`src/hdl/wcsd_pkg.sv`:
```
package wcsd_pkg;

  localparam int HZ_W    = 34;
  localparam int WORD_W  = 64;
  localparam int MPL_W   = 35;
  localparam int PROD_W  = WORD_W + 11;
  localparam int PPM_W   = 10;
  localparam int SRC_W   = 32;
  localparam int RTC_W   = 35;
  localparam int IN_W    = 208;
  localparam int OUT_W   = 232;

  localparam logic [WORD_W-1:0] NS_PER_S     = 64'd1000000000;
  localparam logic [WORD_W-1:0] Y2000_NS     = 64'd946684800000000000;
  localparam logic [WORD_W-1:0] STEP_LIMIT   = 64'd300000000000;
  localparam logic [WORD_W-1:0] SEC_MAX      = 64'd18446744073;
  localparam logic [WORD_W-1:0] I64_MAX      = 64'h7FFF_FFFF_FFFF_FFFF;
  localparam logic [HZ_W-1:0]   PPM_DIV      = 34'd1000000;
  localparam logic [HZ_W-1:0]   HZ_RESET     = 34'd1000000000;
  localparam logic [PPM_W-1:0]  PPM_MAX      = 10'd1000;

endpackage

```
`src/hdl/wcsd_mul.sv`:
```
module wcsd_mul (
  input  logic                          clk,
  input  logic                          rst_n,
  input  logic                          start,
  input  logic [wcsd_pkg::WORD_W-1:0]   mcand,
  input  logic [wcsd_pkg::MPL_W-1:0]    mplier,
  output logic                          done,
  output logic [wcsd_pkg::PROD_W-1:0]   prod
);
  import wcsd_pkg::*;

  logic [WORD_W-1:0] mcand_r;
  logic [MPL_W-1:0]  mplier_r;
  logic [PROD_W-1:0] acc_r;
  logic [5:0]        cnt_r;
  logic              busy_r;
  logic              done_r;

  // Multiplier bits are consumed most significant first: shift, then add.
  always_ff @(posedge clk) begin
    if (!rst_n) begin
      busy_r <= 1'b0;
      done_r <= 1'b0;
      cnt_r  <= '0;
    end else begin
      done_r <= 1'b0;
      if (start) begin
        busy_r   <= 1'b1;
        cnt_r    <= '0;
        mcand_r  <= mcand;
        mplier_r <= mplier;
        acc_r    <= '0;
      end else if (busy_r) begin
        acc_r    <= {acc_r[PROD_W-2:0], 1'b0}
                    + (mplier_r[MPL_W-1] ? {{(PROD_W-WORD_W){1'b0}}, mcand_r} : '0);
        mplier_r <= {mplier_r[MPL_W-2:0], 1'b0};
        cnt_r    <= cnt_r + 6'd1;
        if (cnt_r == 6'(MPL_W - 1)) begin
          busy_r <= 1'b0;
          done_r <= 1'b1;
        end
      end
    end
  end

  assign done = done_r;
  assign prod = acc_r;

endmodule

```
`config.mk`:
```
export PLATFORM = sky130hd
export DESIGN_NAME = wcsd_mul
export DESIGN_NICKNAME = d
export VERILOG_FILES = /design/src/hdl/wcsd_pkg.sv /design/src/hdl/wcsd_mul.sv
export SDC_FILE = /design/constraint.sdc
export NUM_CORES = 1
export LEC_CHECK = 0
export BUFFER_PORTS_ARGS = -buffer_cell sky130_fd_sc_hd__buf_2
export CAP_MARGIN = 20
export CORE_MARGIN = 4
export CORE_UTILIZATION = 30
export DETAILED_ROUTE_END_ITERATION = 10
export GPL_TIMING_DRIVEN = 0
export MAX_ROUTING_LAYER = met4
export SLEW_MARGIN = 15
export SYNTH_ARGS = -nofsm -noshare
export SYNTH_HDL_FRONTEND = slang
export SYNTH_SLANG_ARGS = --single-unit
```
`constraint.sdc`:
```
create_clock -name clk -period 3.7 [get_ports clk]
set_input_delay 0.555 -clock clk [delete_from_list [all_inputs] [get_ports clk]]
set_output_delay 0.555 -clock clk [all_outputs]
set_load 0.03 [all_outputs]
```
After elaboration in Yosys (flattened, before gate mapping)
Index checks and enable logic that the tools add are counted.
{"block": "totals", "regBits": 182, "input_bits": 102, "out_inout_bits": 76, "elab_cells": 24}
{"block": "classes", "add_sub_neg": 2, "n_eq_ne": 1, "n_mux": 8, "n_bitwise": 2, "n_reduce_logical": 5}
{"operator": "adder 75 x 64 -> 75 bit", "count": 1}
{"operator": "two-way mux 75 bit", "count": 1}
{"operator": "two-way mux 35 bit", "count": 2}
{"operator": "two-way mux 64 bit", "count": 1}
{"operator": "adder 6 x 1 -> 6 bit (second input constant)", "count": 1}
{"operator": "== test 6 bit (second input constant)", "count": 1}
{"operator": "two-way mux 1 bit", "count": 4}
{"operator": "AND reduction 2 bit", "count": 2}
{"operator": "OR reduction 3 bit", "count": 1}
{"operator": "inverter 1 bit", "count": 2}
{"operator": "nonzero test 2 bit", "count": 1}
{"operator": "OR reduction 2 bit", "count": 1}

Logic depth before layout (Yosys ltp)
Gate-level depths: netlist of run 1.
{"block": "depth", "ltp_word": 4, "depth_mapped": 16, "mapped_depth_nobuf": 14}

Worst setup path after synthesis of run 1
Ideal clock, no wire load.
{"block": "synth_path", "path_type": "reg-to-reg", "from": "register mplier_r[34]", "to": "register acc_r[67] (netlist: prod[67]), data pin", "setup_time_ps": 262, "t_arrival_ps": 3738, "t_required_ps": 3438, "setup_slack_ps": -300, "path_stages_with_launch": 17, "path_buffers": 2, "period_less_slack_ps": 4000, "cell_sequence": "edfxtp_1 -> clkbuf_1 -> clkbuf_1 -> and2_1 -> ha_1 -> inv_1 -> fa_1 -> nand2b_1 -> a211oi_4 -> o2111ai_2 -> a31oi_4 -> a41oi_4 -> o221ai_4 -> a31oi_2 -> o31ai_4 -> and4_1 -> mux2_1"}
{"block": "synth_via", "elab_chain_cells": 3}
{"element": "start, declared", "line_no": "wcsd_mul.sv:13", "rtl": "logic [MPL_W-1:0] mplier_r;"}
{"element": "start signal, assigned", "line_no": "wcsd_mul.sv:31", "rtl": "mplier_r <= mplier;"}
{"element": "start signal, assigned", "line_no": "wcsd_mul.sv:36", "rtl": "mplier_r <= {mplier_r[MPL_W-2:0], 1'b0};"}
{"element": "two-way mux 64 bit", "line_no": "wcsd_mul.sv:35", "rtl": "+ (mplier_r[MPL_W-1] ? {{(PROD_W-WORD_W){1'b0}}, mcand_r} : '0);"}
{"element": "adder 75 x 64 -> 75 bit", "line_no": "wcsd_mul.sv:35"}
{"element": "two-way mux 75 bit", "line_no": "wcsd_mul.sv:33", "rtl": "end else if (busy_r) begin"}
{"element": "end signal, assigned", "line_no": "wcsd_mul.sv:34", "rtl": "acc_r <= {acc_r[PROD_W-2:0], 1'b0}"}
{"element": "end, declared", "line_no": "wcsd_mul.sv:14", "rtl": "logic [PROD_W-1:0] acc_r;"}
No other way between the ends. The select of a mux whose other input is x is not followed.
A chain may end at the register's enable or synchronous reset.

Worst setup path in the final report of run 1
{"block": "layout_path", "from": "register mplier_r[34]", "to": "register acc_r[61] (netlist: prod[61]), data pin"}
Same word-level chain as after synthesis.

==> flow_metrics.py, run 1 <==
metrics = {
    "run_status": {
        "status": "finished, violations left",
        "violations": "setup timing",
    },
    "drt": {
        "wire_per_inst_um": 17.9,
        "drtIter0Drc": 425,
        "wirelength_um": 30300,
        "ant_nets": 0,
        "viasPerCell": 4.99,
        "dr.pass1.iters": 5,
        "drc": 0,
        "vias": 8469,
    },
    "place": {
        "place_area_um2": 12300,
        "dp_cells": 1636,
        "dp_slack_ns": -0.990,
        "dp_hpwl_um": 22000,
        "gp_congestion": 0.884,
        "io_buffers": 176,
    },
    "setup_path": {
        "slowest_delay_ns": 0.39,
        "r2r_slack_ns": -0.24,
        "path_max_fanout": 5,
        "reg2reg_from": "mplier_r[34]",
        "crit_start": "mplier_r[34]",
        "slowest_stage": "edfxtp_1",
        "crit_buf_inv": 5,
        "endpoint_kind": "flip-flop",
        "critical_path_depth": 18,
        "arrival_ns": 4.14,
        "path_cells": "clkbuf_16 > clkbuf_16 > and2_4 > ha_4 > inv_2 > fa_2 > nand2b_4 > a211oi_4 > o2111ai_2 > a31oi_4 > a41oi_4 > o221ai_4 > buf_4 > buf_4 > a31oi_2 > o31ai_2 > xnor2_1 > nor2_1",
        "crit_path_start_kind": "flip-flop",
        "crit_end": "prod[61]",
        "reg2regPathDepth": 18,
        "critPathKind": "flip-flop to flip-flop",
        "cp_top_family": "compound AO/OA/AOI/OAI gates",
        "r2r_end": "prod[61]",
        "cp.required_ns": 3.90,
    },
    "power_and_ir_drop": {
        "power.leakage_nw": 5.46,
        "cellPowerDensity_nw_per_um2": 435,
        "sw_frac_of_total_pct": 32.7,
        "peakVddDrop_v": 0.000332,
        "power_frac_comb_pct": 26.7,
        "p_clk_share_pct": 31.4,
        "p_sw_mw": 1.98,
        "p_int_mw": 4.08,
        "total_power_mw": 6.06,
        "p_seq_share_pct": 41.9,
    },
    "synth": {
        "synth_enable_flop_cells": 174,
        "ys_ff_latch": 182,
        "synthTopCellsByArea": "edfxtp_1 (49%), ha_1 (7.6%), nor2_1 (4.0%), and2_1 (3.9%), mux2_2 (3.8%)",
        "synthArstFlopShare_pct": 0,
        "yosysMostFrequentCell": "edfxtp_1",
        "syn_nets": 1164,
        "syn_inst": 996,
        "ys_seq_area_share_pct": 50.0,
        "ys.flop_type": "edfxtp_1",
        "syn_avg_cell_area_um2": 10.8,
        "synth_top_area_cell": "edfxtp_1",
        "synth.top_cell.area_share_pct": 48.5,
        "yosysWarnings": 0,
        "yosysUniqueCellTypes": 66,
        "synthTopCellsByCount": "edfxtp_1 (174), nor2_1 (115), a21oi_1 (80), and2_1 (67), ha_1 (65)",
        "netlist_area_um2": 10800,
    },
    "floorplan": {
        "core.rowCount": 69,
        "dieArea_um2": 39000,
        "initial_core_util_pct": 30.4,
        "coreArea_um2": 35500,
        "die_w_um": 197,
        "ioPinCount": 178,
        "dieHeight_um": 197,
    },
    "sta": {
        "period_share_pct": 107,
        "fin_skew_ns": 0.0202,
        "fin_ws_ns": -0.244,
        "rsz0062_at_grt": "true",
        "slew_headroom_pct": 46.8,
        "period_minus_slack_ns": 3.94,
        "setup_viol": 9,
        "worst_pin_slew_ns": 0.798,
        "hold_viol_final": 0,
        "max_freq_ghz": 0.254,
        "drv_slew": 0,
    },
    "global_route": {
        "grt.total_usage_pct": 15.7,
        "grt_overflow": 0,
        "antenna_found_initial": 4,
        "grt_pass1_vias": 8525,
        "grt_pass1_wl_um": 46600,
        "grt_max_degree": 54,
    },
    "cells_and_area": {
        "n_fill_cell": 3441,
        "final_area_um2": 13900,
        "area_growth_syn_to_layout_pct": 29.4,
        "utilization_pct": 39.3,
        "drive_above_1_share_pct": 33.0,
        "instances_no_fill": 1698,
        "nets": 1387,
    },
    "clock_network": {
        "clock_path_buffers": 2,
        "cts_buffers": 17,
        "cts-root-buf": "clkbuf_16",
        "tritoncts": "built",
        "ctsHtreeMaxLevel": 4,
        "cts.sinks": 182,
        "clk_latency_ns": 0.46,
        "clk_pin_slew_ns": 0.08,
    },
    "hold_path": {
        "hp-class": "primary input to flip-flop",
        "hp-start": "mcand[52]",
    },
    "job": {
        "cap_violations": 0,
    },
}
==> how the worst min path moves through the flow <==
stage / slack (ns) / cells after the start / to
floorplan: 0.45 / 2 / cnt_r[5]
global placement: 0.47 / 2 / cnt_r[5]
detailed placement: 0.49 / 2 / cnt_r[5]
CTS: 0.23 / 1 / mcand_r[46]
global route: 0.24 / 1 / mcand_r[47]
finish: 0.27 / 1 / mcand_r[52]
==> kinds of logic after synthesis <==
logic type	Yosys count	synth area share, %
and+or+nand+nor	332	15.5
AOI/OAI and AO/OA	247	15.2
DFF	182	50.0
buffers and inverters	67	2.36
adders and majority gates	66	7.74
xor gates and xnor gates	62	5.04
muxes	40	4.18
==> layer usage <==
metal / track usage [%] / vias up / part of all wire, %
met3: 5.07 / 34 / 6.9
met1: 19.7 / 4085 / 45
met5: - / - / 0
met4: 4.31 / 0 / 1.4
li1: - / 4139 / -
met2: 24.6 / 211 / 47
==> power groups by stage <==
| stage | Combinational [mW] | Sequential (mW) | Clock (mW) |
|---|---|---|---|
| floorplan | 0.868 | 2.71 | 0 |
| global placement | 1.38 | 2.58 | 0 |
| detailed placement | 1.40 | 2.58 | 0 |
| CTS | 1.53 | 2.54 | 1.96 |
| global route | 1.77 | 2.56 | 2.04 |
| finish | 1.62 | 2.54 | 1.90 |
==> final cells by class <==
class / instances / area, um2 / share of cell area, %
plain buffers: 29 / 171 / 1.23
diodes: 5 / 12.5 / 0.0898
flip-flops and latches: 182 / 5390 / 38.6
clock inverters: 15 / 176 / 1.27
repair buffers: 217 / 1270 / 9.12
multi-input cells: 747 / 5820 / 41.8
inverters: 25 / 96.3 / 0.691
clock buffers: 17 / 425 / 3.05
well taps: 461 / 577 / 4.14
==> sequential cells by signal, summed over array words and instances, names as in the netlist <==
signal	cells
busy_r	1
cnt_r	6
done	1
mcand_r	64
mplier_r	35
prod	75
==> timing repair <==
action	in CTS	in global routing
pin swaps	25	33
hold buffers	0	0
buffers inserted	22	15
setup endpoints to repair	44	35
gates cloned	1	0
resized for setup	89	68
==> metrics by stage <==
stage	TNS, ns	hold slack, ns
CTS	-2.50	0.232
global placement	-123.37	0.467
detailed placement	-21.31	0.491
finish	-1.16	0.267
floorplan	-0.0713	0.454
global route	-3.15	0.236
==> cells in the final DEF, fill, tap and decap left out, types with 8 or more instances in the layout <==
cell type	instances
buf_2	177
edfxtp_1	174
nor2_1	108
a21oi_1	65
and2_1	61
nand2_1	49
ha_1	39
mux2_2	36
xnor2_1	34
a21o_1	34
buf_4	33
o21ai_0	32
xor2_1	28
inv_1	22
clkbuf_1	20
clkbuf_16	19
nand4_1	19
nor2b_1	16
ha_4	15
o21bai_1	14
o21ai_1	13
ha_2	11
nand3_1	10
a21oi_2	10
nand2b_1	8
nor3_1	8
a31oi_1	8
dfxtp_1	8
(Power assumes the default switching activity.)
==> run 2, diff against run 1 <==
==> constraint.sdc (replaced) <==
create_clock -name clk -period 4.7 [get_ports clk]
set_input_delay 0.705 -clock clk [delete_from_list [all_inputs] [get_ports clk]]
set_output_delay 0.705 -clock clk [all_outputs]
set_load 0.03 [all_outputs]
==> run 2 against run 1 <==
  * The flow now finishes without violations
  * Sequential power down 22%
  * Power down 25%
  * Wire length down 4.3%
  * Final area down 7.0%
  * Core utilization down 2.7 points
  * Clock skew down 0.0078 ns
  * Sequential cell count unchanged
  * Register-to-register slack better by 0.58 ns
  * Largest cell class is now sequential cells
==> flow_metrics.py, run 2 (synthesis gave the netlist of run 1 again) <==
metrics = {
    "run_status": {
        "status": "finished, final reports clean",
    },
    "clock_network": {
        "clk_pin_slew_ns": 0.08,
        "clock_path_buffers": 2,
        "cts-root-buf": "clkbuf_16",
        "cts_buffers": 17,
        "cts.sinks": 182,
        "tritoncts": "built",
        "clk_latency_ns": 0.45,
        "ctsHtreeMaxLevel": 4,
    },
    "power_and_ir_drop": {
        "p_int_mw": 3.06,
        "p_sw_mw": 1.50,
        "power.leakage_nw": 5.16,
        "cellPowerDensity_nw_per_um2": 352,
        "p_seq_share_pct": 43.7,
        "power_frac_comb_pct": 24.3,
        "peakVddDrop_v": 0.000254,
        "total_power_mw": 4.56,
        "p_clk_share_pct": 32.1,
        "sw_frac_of_total_pct": 33.0,
    },
    "hold_path": {
        "min_path_cells": 1,
        "hp-class": "primary input to flip-flop",
        "hp-start": "mcand[62]",
        "min_to": "mcand_r[62]",
    },
    "setup_path": {
        "r2r_end": "prod[67]",
        "cp_top_family": "compound AO/OA/AOI/OAI gates",
        "crit_buf_inv": 2,
        "reg2reg_from": "mplier_r[34]",
        "slowest_stage": "fa_1",
        "slowest_delay_ns": 0.43,
        "cp.required_ns": 4.91,
        "arrival_ns": 4.57,
        "path_max_fanout": 10,
        "critical_path_depth": 15,
        "endpoint_kind": "flip-flop",
        "reg2regPathDepth": 15,
        "r2r_slack_ns": 0.34,
        "crit_path_start_kind": "flip-flop",
        "critPathKind": "flip-flop to flip-flop",
        "path_cells": "clkbuf_2 > and2_1 > ha_1 > inv_1 > fa_1 > nand2b_1 > a211oi_4 > o2111ai_2 > a31oi_4 > a41oi_4 > o221ai_4 > a31oi_2 > o31ai_4 > and4_1 > mux2_1",
    },
    "drt": {
        "wirelength_um": 29000,
        "dr.pass1.iters": 5,
        "drtIter0Drc": 458,
        "drc": 0,
        "wire_per_inst_um": 17.3,
        "vias": 8327,
        "ant_nets": 0,
        "viasPerCell": 4.97,
    },
    "sta": {
        "drv_slew": 0,
        "setup_viol": 0,
        "worst_pin_slew_ns": 0.860,
        "period_minus_slack_ns": 4.36,
        "tns_ns": 0,
        "rsz0062_at_grt": "false",
        "hold_slack_ns": 0.424,
        "max_freq_ghz": 0.229,
        "hold_viol_final": 0,
        "period_share_pct": 92.8,
        "fin_skew_ns": 0.0124,
        "slew_headroom_pct": 42.7,
    },
    "cells_and_area": {
        "mostFrequentLayoutCell": "buf_2",
        "utilization_pct": 36.5,
        "n_fill_cell": 3548,
        "instances_no_fill": 1677,
        "nets": 1365,
        "largest_reg_flops": 75,
        "layout_common_cells": "buf_2 (177), edfxtp_1 (174), nor2_1 (115)",
        "drive_above_1_share_pct": 22.6,
        "area_growth_syn_to_layout_pct": 20.4,
    },
    "place": {
        "dp_hpwl_um": 21900,
        "gp_congestion": 0.884,
        "io_buffers": 176,
        "dp_cells": 1636,
    },
    "global_route": {
        "grt_pass1_vias": 8240,
        "grtUsageMet2_pct": 23.2,
        "gr-usage-met3_pct": 5.12,
        "grtUsageMet1_pct": 19.5,
        "grt_overflow": 0,
        "antenna_found_initial": 6,
        "grt_max_degree": 47,
        "grt_pass1_wl_um": 45000,
        "grt.total_usage_pct": 15.2,
        "top_usage_layer": "met2",
    },
    "floorplan": {
        "die_w_um": 197,
        "ioPinCount": 178,
        "core.rowCount": 69,
        "initial_core_util_pct": 30.4,
        "dieHeight_um": 197,
        "dieArea_um2": 39000,
        "coreArea_um2": 35500,
    },
    "job": {
        "cap_violations": 0,
    },
}
## run 2: power groups by stage
stage | Clock (mW) | Combinational [mW] | Sequential (mW)
after floorplan | 0 | 0.679 | 2.13
after global placement | 0 | 1.08 | 2.04
after detailed placement | 0 | 1.10 | 2.03
after CTS | 1.52 | 1.11 | 1.99
after global routing | 1.58 | 1.23 | 2.00
final | 1.46 | 1.11 | 1.99
## run 2: metal layers
metal	vias to the layer above	wire length [um]
met3	24	2210
met1	3988	13100
li1	4088	-
met5	-	0
met4	0	453
met2	227	13300
## run 2: stage by stage
stage	setup WS [ns]	area, um2
floorplan	0.551	10800
detailed placement	-0.662	12300
global placement	-1.27	12200
global route	0.0107	13000
finish	0.340	13000
CTS	0.0867	12900
## run 2: timing repair
item,4_1_cts,5_1_grt
hold endpoints to repair,0,0
setup buffers,2,2
gates cloned,0,0
hold buffers,0,0
pin swaps,0,1
resized for setup,1,3
endpoints found under the setup margin,25,11
## run 2: worst max-delay path by stage
stage / from / to / slack, ns
2_1_floorplan: start / mplier_r[0] / 0.55
3_3_place_gp: start / prod[43] / -1.27
3_5_place_dp: mplier_r[34] / prod[67] / -0.66
4_1_cts: mplier_r[34] / prod[63] / 0.09
5_1_grt: mplier_r[34] / prod[72] / 0.01
6_report: mplier_r[34] / prod[67] / 0.34
## run 2: layout make-up
class / count / area (um2) / area share, %
Tap cell: 461 / 577 / 4.45
Multi-Input combinational cell: 747 / 5160 / 39.8
Clock inverter: 15 / 164 / 1.26
Timing Repair Buffer: 183 / 986 / 7.61
Clock buffer: 17 / 425 / 3.28
Antenna cell: 6 / 15.0 / 0.116
Sequential cell: 182 / 5390 / 41.5
Inverter: 25 / 96.3 / 0.743
Buffer: 41 / 158 / 1.22
