==> src/hdl/wcsd_pkg.sv <==
package wcsd_pkg;

  localparam int HZ_W    = 34;
  localparam int WORD_W  = 64;
  localparam int MPL_W   = 35;
  localparam int PROD_W  = WORD_W + 11;
  localparam int PPM_W   = 10;
  localparam int SRC_W   = 32;
  localparam int RTC_W   = 35;
  localparam int IN_W    = 208;
  localparam int OUT_W   = 232;

  localparam logic [WORD_W-1:0] NS_PER_S     = 64'd1000000000;
  localparam logic [WORD_W-1:0] Y2000_NS     = 64'd946684800000000000;
  localparam logic [WORD_W-1:0] STEP_LIMIT   = 64'd300000000000;
  localparam logic [WORD_W-1:0] SEC_MAX      = 64'd18446744073;
  localparam logic [WORD_W-1:0] I64_MAX      = 64'h7FFF_FFFF_FFFF_FFFF;
  localparam logic [HZ_W-1:0]   PPM_DIV      = 34'd1000000;
  localparam logic [HZ_W-1:0]   HZ_RESET     = 34'd1000000000;
  localparam logic [PPM_W-1:0]  PPM_MAX      = 10'd1000;

endpackage

==> src/hdl/wcsd_div.sv <==
module wcsd_div (
  input  logic                          clk,
  input  logic                          rst_n,
  input  logic                          start,
  input  logic [wcsd_pkg::WORD_W-1:0]   dividend,
  input  logic [wcsd_pkg::HZ_W-1:0]     divisor,
  output logic                          done,
  output logic [wcsd_pkg::WORD_W-1:0]   quot,
  output logic [wcsd_pkg::HZ_W-1:0]     rem
);
  import wcsd_pkg::*;

  logic [WORD_W-1:0] q_r;
  logic [HZ_W-1:0]   rem_r;
  logic [HZ_W-1:0]   dsr_r;
  logic [5:0]        cnt_r;
  logic              busy_r;
  logic              done_r;
  logic [HZ_W:0]     trial;
  logic [HZ_W:0]     diff;
  logic              ge;

  // One quotient bit per cycle, dividend shifted out at the top of q_r.
  always_comb begin
    trial = {rem_r, q_r[WORD_W-1]};
    diff  = trial - {1'b0, dsr_r};
    ge    = (trial >= {1'b0, dsr_r});
  end

  always_ff @(posedge clk) begin
    if (!rst_n) begin
      busy_r <= 1'b0;
      done_r <= 1'b0;
      cnt_r  <= '0;
    end else begin
      done_r <= 1'b0;
      if (start) begin
        busy_r <= 1'b1;
        cnt_r  <= '0;
        q_r    <= dividend;
        rem_r  <= '0;
        dsr_r  <= divisor;
      end else if (busy_r) begin
        q_r   <= {q_r[WORD_W-2:0], ge};
        rem_r <= ge ? diff[HZ_W-1:0] : trial[HZ_W-1:0];
        cnt_r <= cnt_r + 6'd1;
        if (cnt_r == 6'd63) begin
          busy_r <= 1'b0;
          done_r <= 1'b1;
        end
      end
    end
  end

  assign done = done_r;
  assign quot = q_r;
  assign rem  = rem_r;

endmodule

==> config.mk <==
export PLATFORM = sky130hd
export DESIGN_NAME = wcsd_div
export DESIGN_NICKNAME = d
export VERILOG_FILES = /design/src/hdl/wcsd_pkg.sv /design/src/hdl/wcsd_div.sv
export SDC_FILE = /design/constraint.sdc
export NUM_CORES = 1
export LEC_CHECK = 0
export BUFFER_PORTS_ARGS = -buffer_cell sky130_fd_sc_hd__clkbuf_2
export CAP_MARGIN = 20
export CORE_MARGIN = 3
export CORE_UTILIZATION = 58
export DETAILED_ROUTE_END_ITERATION = 12
export GPL_TIMING_DRIVEN = 0
export PLACE_DENSITY = 0.95
export REMOVE_ABC_BUFFERS = 1
export SYNTH_ARGS = -nofsm -noshare
export SYNTH_HDL_FRONTEND = slang
export SYNTH_SLANG_ARGS = --single-unit
==> constraint.sdc <==
create_clock -name clk -period 5.6 [get_ports clk]
set_clock_uncertainty 0.15 [all_clocks]
set_input_delay 1.12 -clock clk [delete_from_list [all_inputs] [get_ports clk]]
set_output_delay 1.12 -clock clk [all_outputs]
set_load 0.02 [all_outputs]
# Word-level counts from Yosys, hierarchy flattened
# Cells that the tools add are included.
[word_totals]
reg_bits = 140
latchBits = 0
mem_bits_rw = 0
rom_bits = 0
in_bits = 101
output_inout_bits = 99
elab_cells = 25
mem_count = 0
[classes]
add_sub_neg = 2
mul = 0
div = 0
n_lt_le_gt_ge = 1
eq_ne = 1
shift = 0
muxes = 8
bitwise_logic = 2
reduce_logical = 5
[ops]
columns = ["op", "count"]
rows = [
  ["$mux W64", 2],
  ["$mux W34", 2],
  ["$ge A35 B34 Y1", 1],
  ["$sub A34 B34 Y34", 1],
  ["$add A6 B1 Y6 const B", 1],
  ["$eq A6 B6 Y1 const B", 1],
  ["$mux W1", 4],
  ["$reduce_and A2 Y1", 2],
  ["$reduce_or A3 Y1", 1],
  ["$not A1 Y1", 2],
  ["$reduce_bool A2 Y1", 1],
  ["$reduce_or A2 Y1", 1],
]

# Logic depth before layout (Yosys ltp)
# Gate-level depths: netlist of run 1.
[logic_depth]
word_depth = 4
depth_mapped = 13
depth_no_buf = 13

# Least setup slack after synthesis of run 1
# OpenSTA, ideal clock, no wires.
[synth_path]
path_kind = "in2reg"
startpoint = "input port start"
endpoint = "register q_r[0], in the netlist quot[0], enable pin"
setup_time_ps = 465
t_arrival_ps = 3609
t_required_ps = 4985
slack_ps = 1376
cell_stages = 2
n_path_buf = 1
cell_sequence = "clkbuf_1 > o21a_1"
[synth_via]
elab_chain_len = 2
[synth_lines]
columns = ["item", "line", "rtl"]
rows = [
  ["start, declared", "wcsd_div.sv:4", "input logic start,"],
  ["$reduce_bool A2 Y1 (no line)", "--", ""],
  ["$reduce_and A2 Y1 (no line)", "--", ""],
  ["end signal, assigned", "wcsd_div.sv:40", "q_r <= dividend;"],
  ["end signal, assigned", "wcsd_div.sv:44", "q_r <= {q_r[WORD_W-2:0], ge};"],
  ["end, declared", "wcsd_div.sv:13", "logic [WORD_W-1:0] q_r;"],
]
# No other way between the ends.
# A chain may end at the register's enable or synchronous reset.

# Worst setup path after layout of run 1
[layout_path]
startpoint = "register rem_r[6], in the netlist rem[6]"
endpoint = "register rem_r[13], in the netlist rem[13] (data pin)"
[layout_via]
elab_chain_len = 3
elab_cells_between_ends = 4
classes_between = "add/sub: 1; order compare: 1; mux: 2"
[layout_lines]
columns = ["item", "line", "rtl"]
rows = [
  ["start, declared", "wcsd_div.sv:14", "logic [HZ_W-1:0] rem_r;"],
  ["start signal, assigned", "wcsd_div.sv:45", "rem_r <= ge ? diff[HZ_W-1:0] : trial[HZ_W-1:0];"],
  ["$sub A34 B34 Y34 / $ge A35 B34 Y1 (equally long branches)", "wcsd_div.sv:26, wcsd_div.sv:27", ""],
  ["$mux W34 (*)", "wcsd_div.sv:45", ""],
  ["$mux W34 (*)", "wcsd_div.sv:43", "end else if (busy_r) begin"],
]
# Mark *: on every way between the ends. The rest lies on a longest branch, timed or not. The select of a mux whose other input is x is not followed.

==> results.cfg, run 1 <==
[worst_setup_path]
required_ns = 5.59
critical_path.max_fanout = 23
crit_type = reg2reg
slowest_delay_ns = 0.74
startpoint_type = flop
cp_cell_sequence = ha_1 > nand4_1 > a21oi_1 > o21a_2 > o211ai_2 > a211oi_4 > o21ai_2 > a21oi_4 > buf_12 > mux2i_1 > nor2_1
reg2reg_from = rem[6]
cp_top_family = compound AO/OA/AOI/OAI gates
crit_arrival_ns = 3.67
cp_slowest_cell = a21oi_4
crit_buf_inv = 1
cp-end-kind = flop
critPathLaunch = rem[6]

[die]
design.portCount = 200
coreArea_mm2 = 0.0128
num_rows = 41
initial_core_util_pct = 60.2
die_area_mm2 = 0.0147
die_width_um = 121
fp.dieH_um = 121

[worst_hold_path]
hold_path.class = reg2reg
min-delay-start = cnt_r[5]

[layout]
fin_util_pct = 73.3
final_cell_mix = 198 x clkbuf_2, 132 x edfxtp_1, 64 x mux2_2
fin_nets = 951
fillers = 847
layout_commonest_cell = clkbuf_2
syn_to_final_growth_pct = 21.7
drive_above_1_share_pct = 39.5
diodes = 0

[yosys]
netlist_instances = 619
ys.warnings.count = 0
yosys.area.top_type = edfxtp_1
synth_cell_type_count = 65
synthFlopType = edfxtp_1
async_reset_ff_share_pct = 0
syn_area_per_cell_um2 = 12.4
synth-edff-count = 132
yosys-top-cells-area = edfxtp_1 52%, mux2_2 9.4%, ha_1 5.7%
synth_seq_cells = 140
seq_area_frac_synth_pct = 53.6
synth_top_area_share_pct = 51.5
syn-cell-area_mm2 = 0.00769

[global_route]
grt_overflow = 0
grt_max_degree = 71
antenna_found_initial = 0
grt_pass1_wl_um = 29400
first_global_vias = 5762
track_usage_pct = 26.1

[timing]
fin_crit_sh_pct = 65.8
tightest_slew_ns = 0.923
setup_violations = 0
setup-tns-final_ns = 0
max_freq_mhz = 271
fin_crit_ns = 3.69
hold_violations = 0
holdWs_ns = 0.357
fin_ws_ns = 1.91
rsz0062_at_grt = no
slew_violations = 0
maxSlewHeadroom_pct = 38.3

[drt]
drtPass1Iterations = 5
ant_nets = 0
drt_iter0_markers = 351
viasPerCell = 5.59
drt_drc_violations_left = 0
drt_wl_total_um = 18600
avgRoutedWirePerCell_um = 18.7
num_vias = 5586

[power_and_ir_drop]
power.density_mw_per_mm2 = 336
p_leak_uw = 0.00402
p_total_uw = 3150
peakVddDrop_mv = 0.295

[clock_network]
cts.sinks = 140
numCtsBuffers = 17
cts_tree = built
post_cts_buffers = 0
clk_pin_slew_ns = 0.07
root_buffer = clkbuf_16
postCtsHoldBufs = 0
ctsLongestPathBuffers = 2
worstSkewPairLatency_ns = 0.43
htree_levels = 4
cts_resized = 0

[job]
drv_cap = 0

[placement]
io_buffers = 199
place_hpwl_um = 13800
gp_congestion = 0.897
preCtsSetupSlack_ns = 1.91

[status]
status = complete, no violations
==> per-layer routing <==
metal  share of wire [%]  wire length, um  global-route usage, %  vias up
met5                   0                0                      0        -
met4                 2.2              414                   8.12        0
met3                 7.6             1420                   9.18       32
met2                  51             9590                   46.0      199
met1                  39             7210                   29.6     2668
li1                    -                -                      -     2687
==> worst register-to-register path, delay by kind of cell, from the launching register on <==
family | cells | cell delay (ns)
mux | 1 | 0.25
buf+inv | 1 | 0.29
simple gates | 2 | 0.22
flops | 1 | 0.42
compound gates | 6 | 1.65
fa+ha+maj | 1 | 0.43
==> state kept, by name, summed over array words and instances, names as in the netlist <==
register	count
cnt_r	6
done	1
dsr_r	34
quot	64
busy_r	1
rem	34
==> synthesized netlist by cell type, drive strengths merged (2+ instances only) <==
| cell | count |
|---|---|
| clkbuf | 13 |
| nand3 | 7 |
| nor3 | 9 |
| a21o | 14 |
| dfxtp | 8 |
| a21oi | 38 |
| nor4b | 2 |
| nand2b | 7 |
| nand2 | 25 |
| o41ai | 2 |
| nand4 | 8 |
| o21bai | 4 |
| mux2 | 64 |
| and3 | 4 |
| or3 | 4 |
| ha | 35 |
| nor2 | 59 |
| a31o | 3 |
| and2 | 2 |
| o311ai | 4 |
| nor3b | 3 |
| xor2 | 8 |
| inv | 43 |
| o31ai | 2 |
| o21a | 5 |
| buf | 13 |
| or2 | 2 |
| edfxtp | 132 |
| mux2i | 29 |
| o21ai | 16 |
| a211oi | 10 |
| xnor2 | 25 |
| o211ai | 3 |
==> worst paths after layout <==
| path | cells past startpoint | slack, ns | end |
|---|---|---|---|
| max | 11 | 1.91 | rem[13] |
| min | 2 | 0.36 | done |
| max reg2reg | 11 | 1.91 | rem[13] |
| min reg2reg | 2 | 0.36 | done |
==> layout make-up <==
type | count | area (um2) | area share [%]
flip-flops and latches | 140 | 4120 | 44.1
inverters | 43 | 161 | 1.72
multi-input cells | 410 | 3240 | 34.6
well taps | 172 | 215 | 2.30
clock buffers | 18 | 429 | 4.58
clock inverters | 14 | 119 | 1.27
repair buffers | 202 | 1070 | 11.5
==> where the power goes <==
group / switching (uW) / total [uW] / internal (uW)
clock network: 445 / 1060 / 610
logic: 452 / 786 / 334
registers: 51.4 / 1300 / 1250
total: 949 / 3150 / 2200
==> cell families (layout without fill, tap and decap cells) <==
family                     after synthesis  count (layout)  synth area share [%]
xor gates and xnor gates                33              33                  3.76
muxes                                   93              93                  13.1
adders and majority gates               36              36                  5.95
and+or+nand+nor                        136             136                  8.52
AOI/OAI and AO/OA                      112             112                  10.6
DFF                                    140             140                  53.6
buffers and inverters                   69             277                  4.39
==> metrics by stage <==
stage	cell area [um2]	std cells
after CTS	9360	999
after global routing	9360	999
after floorplan	7520	593
after detailed placement	8810	967
final	9360	999
after global placement	8730	964
Power figures use the tool's default switching activity.
==> run 2, diff against run 1 <==
ABC_AREA = 1   (was default)
CORE_UTILIZATION = 50   (was 58)
PLACE_DENSITY = 0.89   (was 0.95)
clock period = 3.3 ns   (was 5.6 ns; I/O delays follow)
==> run 2 against run 1 <==
  * Sequential share of layout area shrank 4.1 points
  * Final cell count rose by 52%
  * Core utilization shrank 11 points
==> results.cfg, run 2 <==
[status]
status = complete, no violations

[global_route]
grt_pass1_wl_um = 35100
first_global_vias = 7262
antenna_found_initial = 1
track_usage_pct = 24.2
grt_max_degree = 91
grt_overflow = 0

[timing]
maxSlewHeadroom_pct = 36.4
max_freq_mhz = 347
hold_violations = 0
rsz0062_at_grt = no
tightest_slew_ns = 0.954
setup_violations = 0
fin_crit_sh_pct = 87.2
slew_violations = 0
fin_crit_ns = 2.88
setup-tns-final_ns = 0
fin_ws_ns = 0.421

[drt]
ant_nets = 0
drt_drc_violations_left = 0
drt_wl_total_um = 21700
num_vias = 7338
drt_iter0_markers = 406
drtPass1Iterations = 5
avgRoutedWirePerCell_um = 14.2
viasPerCell = 4.82

[die]
design.portCount = 200
fp.dieH_um = 136
coreArea_mm2 = 0.0166
die_area_mm2 = 0.0186
die_width_um = 136
num_rows = 47
initial_core_util_pct = 51.1

[worst_hold_path]
hold_path.class = in2reg

[clock_network]
cts.sinks = 140
clk_pin_slew_ns = 0.07
cts_tree = built
root_buffer = clkbuf_16
worstSkewPairLatency_ns = 0.43
ctsLongestPathBuffers = 2
postCtsHoldBufs = 0
htree_levels = 4
cts_resized = 0
post_cts_buffers = 0
numCtsBuffers = 17

[yosys]
syn-cell-area_mm2 = 0.00851
synth_top_area_share_pct = 46.6
synth-edff-count = 132
netlist_instances = 1091
synth_commonest_cells = 478 x nand2_1, 163 x inv_1, 132 x edfxtp_1, 89 x nor2_1, 35 x ha_1
synthFlopType = edfxtp_1
synth.most_common_cell = nand2_1
ys.warnings.count = 0
synth_cell_type_count = 38
synth_seq_cells = 140
seq_area_frac_synth_pct = 48.5
yosys-top-cells-area = edfxtp_1 47%, nand2_1 21%, inv_1 7.2%
async_reset_ff_share_pct = 0
yosys.area.top_type = edfxtp_1
syn_area_per_cell_um2 = 7.80

[placement]
gp_congestion = 0.925
io_buffers = 199
preCtsSetupSlack_ns = 0.218
place_hpwl_um = 16600

[power_and_ir_drop]
peakVddDrop_mv = 0.597
p_leak_uw = 0.00548
power.density_mw_per_mm2 = 581

[layout]
fillers = 1432
drive_above_1_share_pct = 20.8
layout_commonest_cell = nand2_1
syn_to_final_growth_pct = 21.2
final_cell_mix = 477 x nand2_1, 198 x clkbuf_2, 162 x inv_1
fin_nets = 1424
largest_reg_flops = 64

[worst_setup_path]
critical_path.max_fanout = 45
startpoint_type = flop
crit_arrival_ns = 2.98
cp-end-kind = flop
required_ns = 3.40
crit_type = reg2reg

[job]
drv_cap = 0
==> run 2: changes by cell type after synthesis, moves of 12 or more <==
cell | before | now
mux2_2 | 64 | 0
nand2_1 | 25 | 478
mux2i_1 | 29 | 0
xnor2_1 | 25 | 1
a21oi_1 | 37 | 23
a21o_1 | 12 | 0
inv_1 | 43 | 163
nor2_2 | 6 | 21
nor2_1 | 53 | 89
o21bai_1 | 4 | 24
nand3_1 | 7 | 24
==> run 2: worst paths after layout <==
| kind | from | to | slack [ns] | cells past startpoint |
|---|---|---|---|---|
| min reg2reg | cnt_r[5] | cnt_r[5] | 0.34 | 2 |
| max reg2reg | rem[25] | rem[27] | 0.42 | 12 |
| min | divisor[21] | dsr_r[21] | 0.25 | 1 |
| max | rem[25] | rem[27] | 0.42 | 12 |
==> run 2: critical path, cell delays in order, from the launching register on <==
cell and delay (ns):
edfxtp_1 0.41, ha_1 0.41, a21oi_1 0.29, nand2_1 0.14, clkinv_1 0.06, nand2_1 0.05
a21oi_1 0.21, nand2_2 0.11, nand2_4 0.10, nand2_8 0.19, inv_6 0.31, nor2_1 0.07
nor2_1 0.18
==> run 2: cells by family after synthesis <==
family                   share of synthesized area [%]
buffers and inverters                             9.23
AND/OR/NAND/NOR                                   31.0
XOR/XNOR                                          1.75
flip-flops                                        48.5
adder cells (fa/ha/maj)                           5.38
AO/OA/AOI/OAI                                     4.22
==> run 2: report_power, final <==
part	internal, uW	total, uW	switching, uW
Clock	1140	1970	830
Combinational	583	1740	1150
Sequential	2170	2290	112
Total	3900	6000	2100
==> run 2: per-stage QoR <==
| step | hold slack (ns) | util [%] | area [um2] | total power, uW | cells |
|---|---|---|---|---|---|
| final | 0.254 | 62.0 | 10300 | 6000 | 1521 |
| after global routing | 0.234 | 62.0 | 10300 | 6350 | 1521 |
| after CTS | 0.236 | 62.0 | 10300 | 6040 | 1520 |
| after detailed placement | 0.320 | 58.4 | 9710 | 4050 | 1488 |
| after global placement | 0.299 | 57.8 | 9630 | 4010 | 1485 |
| after floorplan | 0.289 | - | 8360 | 3530 | 1066 |
==> run 2: final cells by class <==
| type | count | area, um2 | area share (%) |
|---|---|---|---|
| Clock inverter | 15 | 178 | 1.72 |
| Multi-Input combinational cell | 759 | 3610 | 35.0 |
| Sequential cell | 140 | 4120 | 40.0 |
| Clock buffer | 17 | 425 | 4.12 |
| Tap cell | 220 | 275 | 2.67 |
| Inverter | 167 | 632 | 6.12 |
| Antenna cell | 1 | 2.50 | 0.0243 |
| Timing Repair Buffer | 202 | 1070 | 10.4 |
==> run 2: per-layer routing <==
metal  routed length (um)  GRT usage, %  part of all wire [%]  vias up
met2                11000          42.3                    51      243
li1                     -             -                     -     3789
met4                  604          9.57                   2.8        0
met3                 1550          6.96                   7.1       41
met1                 8530          27.9                    39     3265
met5                    0             0                     0        -
==> run 3, diff against run 2 <==
CORE_UTILIZATION = 55   (was 50)
GPL_TIMING_DRIVEN = default   (was 0)
PLACE_DENSITY = 0.92   (was 0.89)
clock period = 2.73 ns   (was 3.3 ns; I/O delays follow)
==> run 3 against run 2 <==
  * Routed wire length increased by 4.1%
  * Critical path depth increased by 2
  * Largest cell class unchanged
  * Worst hold slack got worse by 0.11 ns
  * Highest routed layer unchanged
  * Cell area increased by 1.1%
  * Register-to-register slack got worse by 0.26 ns
  * Worst setup slack got worse by 0.26 ns
  * Global-route usage increased by 2.9 points
  * Clock power increased by 25%
  * Largest power group unchanged
==> results.cfg, run 3 (same netlist as run 2, synthesis figures left out) <==
[placement]
place_area_mm2 = 0.00974
gp_congestion = 0.959
preCtsSetupSlack_ns = 0.138
io_buffers = 199
place_hpwl_um = 17200

[timing]
tightest_slew_ns = 0.581
max_freq_mhz = 389
slew_violations = 0
maxSlewHeadroom_pct = 61.2
rsz0062_at_grt = no
fin_crit_ns = 2.57
setup-tns-final_ns = 0
fin_ws_ns = 0.161
setup_violations = 0
hold_violations = 0
fin_crit_sh_pct = 94.1

[clock_network]
worstSkewPairLatency_ns = 0.43
cts_tree = built
cts.sinks = 140
root_buffer = clkbuf_16
clk_pin_slew_ns = 0.07
htree_levels = 4
ctsLongestPathBuffers = 2
numCtsBuffers = 17

[layout]
finalInstanceArea_mm2 = 0.0104
syn_to_final_growth_pct = 22.6
fin_nets = 1435
layout_commonest_cell = nand2_1
fin_util_pct = 70.4
largest_reg_flops = 64
diodes = 0
drive_above_1_share_pct = 22.3
final_cell_mix = 474 x nand2_1, 199 x clkbuf_2, 162 x inv_1

[die]
die_width_um = 130
design.portCount = 200
fp.dieH_um = 130
num_rows = 44
initial_core_util_pct = 57.5
coreArea_mm2 = 0.0148
die_area_mm2 = 0.0170

[global_route]
grt_overflow = 0
antenna_found_initial = 0
first_global_vias = 7526
grt_max_degree = 76
track_usage_pct = 27.0
grt_pass1_wl_um = 35800

[drt]
drt_iter0_markers = 608
drt_wl_total_um = 22600
num_vias = 7600
drtPass1Iterations = 5
ant_nets = 0
drt_drc_violations_left = 0
avgRoutedWirePerCell_um = 15.1
viasPerCell = 5.08

[power_and_ir_drop]
p_sw_uw = 2510
peakVddDrop_mv = 0.484
p_int_uw = 4920
power.density_mw_per_mm2 = 713
swShare_pct = 33.8
pwr-share-seq_pct = 37.2
power_frac_clock_pct = 33.1
power.share.combinational_pct = 29.6
p_leak_uw = 0.00556

[worst_setup_path]
crit_type = reg2reg
startpoint_type = flop
crit_arrival_ns = 2.61
cp-end-kind = flop
required_ns = 2.77
critical_path.max_fanout = 21

[worst_hold_path]
hold_path.class = in2reg

[job]
drv_cap = 0

[status]
status = complete, no violations
run 3: changes by cell type in the layout (fill, tap and decap cells not counted), moves of 2 or more:
cell / previous run / this run
a21oi_1: 23 / 21
a21oi_2: 1 / 3
buf_12: 1 / 4
buf_16: 2 / 0
buf_4: 0 / 10
bufinv_16: 2 / 4
clkinv_2: 0 / 5
clkinvlp_4: 3 / 0
ha_1: 35 / 31
ha_4: 0 / 3
inv_8: 5 / 1
nand2_1: 477 / 474
nand2_2: 5 / 8
run 3: final timing paths:
check / startpoint / to / slack (ns) / cells after the start
min: divisor[29] / dsr_r[29] / 0.14 / 1
max: rem[22] / rem[33] / 0.16 / 14
max reg2reg: rem[22] / rem[33] / 0.16 / 14
min reg2reg: cnt_r[5] / cnt_r[5] / 0.32 / 2
run 3: power groups by stage:
stage | Sequential [uW] | Clock (uW) | Combinational [uW]
floorplan | 2980 | 0 | 1280
global placement | 2800 | 0 | 2090
detailed placement | 2810 | 0 | 2140
CTS | 2770 | 2480 | 2170
global route | 2790 | 2560 | 2450
finish | 2770 | 2460 | 2200
run 3: repair_timing:
item,4_1_cts,5_1_grt
setup buffers,0,0
setup endpoints to repair,0,14
hold buffers,0,0
gates resized for setup,0,13
run 3: per-stage QoR:
stage / hold WS, ns / cells / total power, uW
6_report: 0.142 / 1495 / 7440
5_1_grt: 0.127 / 1495 / 7810
4_1_cts: 0.133 / 1495 / 7410
3_5_place_dp: 0.312 / 1463 / 4950
3_3_place_gp: 0.298 / 1463 / 4890
2_1_floorplan: 0.289 / 1066 / 4260
run 3: critical path, cell delays in order (launching register included):
cell	delay, ns
edfxtp_1	0.45
ha_1	0.39
nand2_1	0.08
inv_1	0.11
nand2_2	0.10
nor2_2	0.16
and3_1	0.18
nand2_2	0.07
nand2_2	0.10
nand2_4	0.07
nand2_8	0.10
buf_12	0.16
nand3_1	0.10
nand2_1	0.08
inv_1	0.04
run 3: cell type report:
cell class              instances  area (um2)
well taps                     184         230
inverters                     167         634
flip-flops and latches        140        4120
multi-input cells             759        3670
clock buffers                  18         429
clock inverters                14         189
fillers                      1117        4380
repair buffers                213        1150
run 3: layer usage:
metal | global-route usage (%) | up-vias | routed length [um]
met1 | 31.8 | 3439 | 8780
met4 | 9.01 | 0 | 491
li1 | - | 3800 | -
met3 | 6.59 | 39 | 1750
met2 | 48.6 | 322 | 11500
met5 | 0 | - | 0
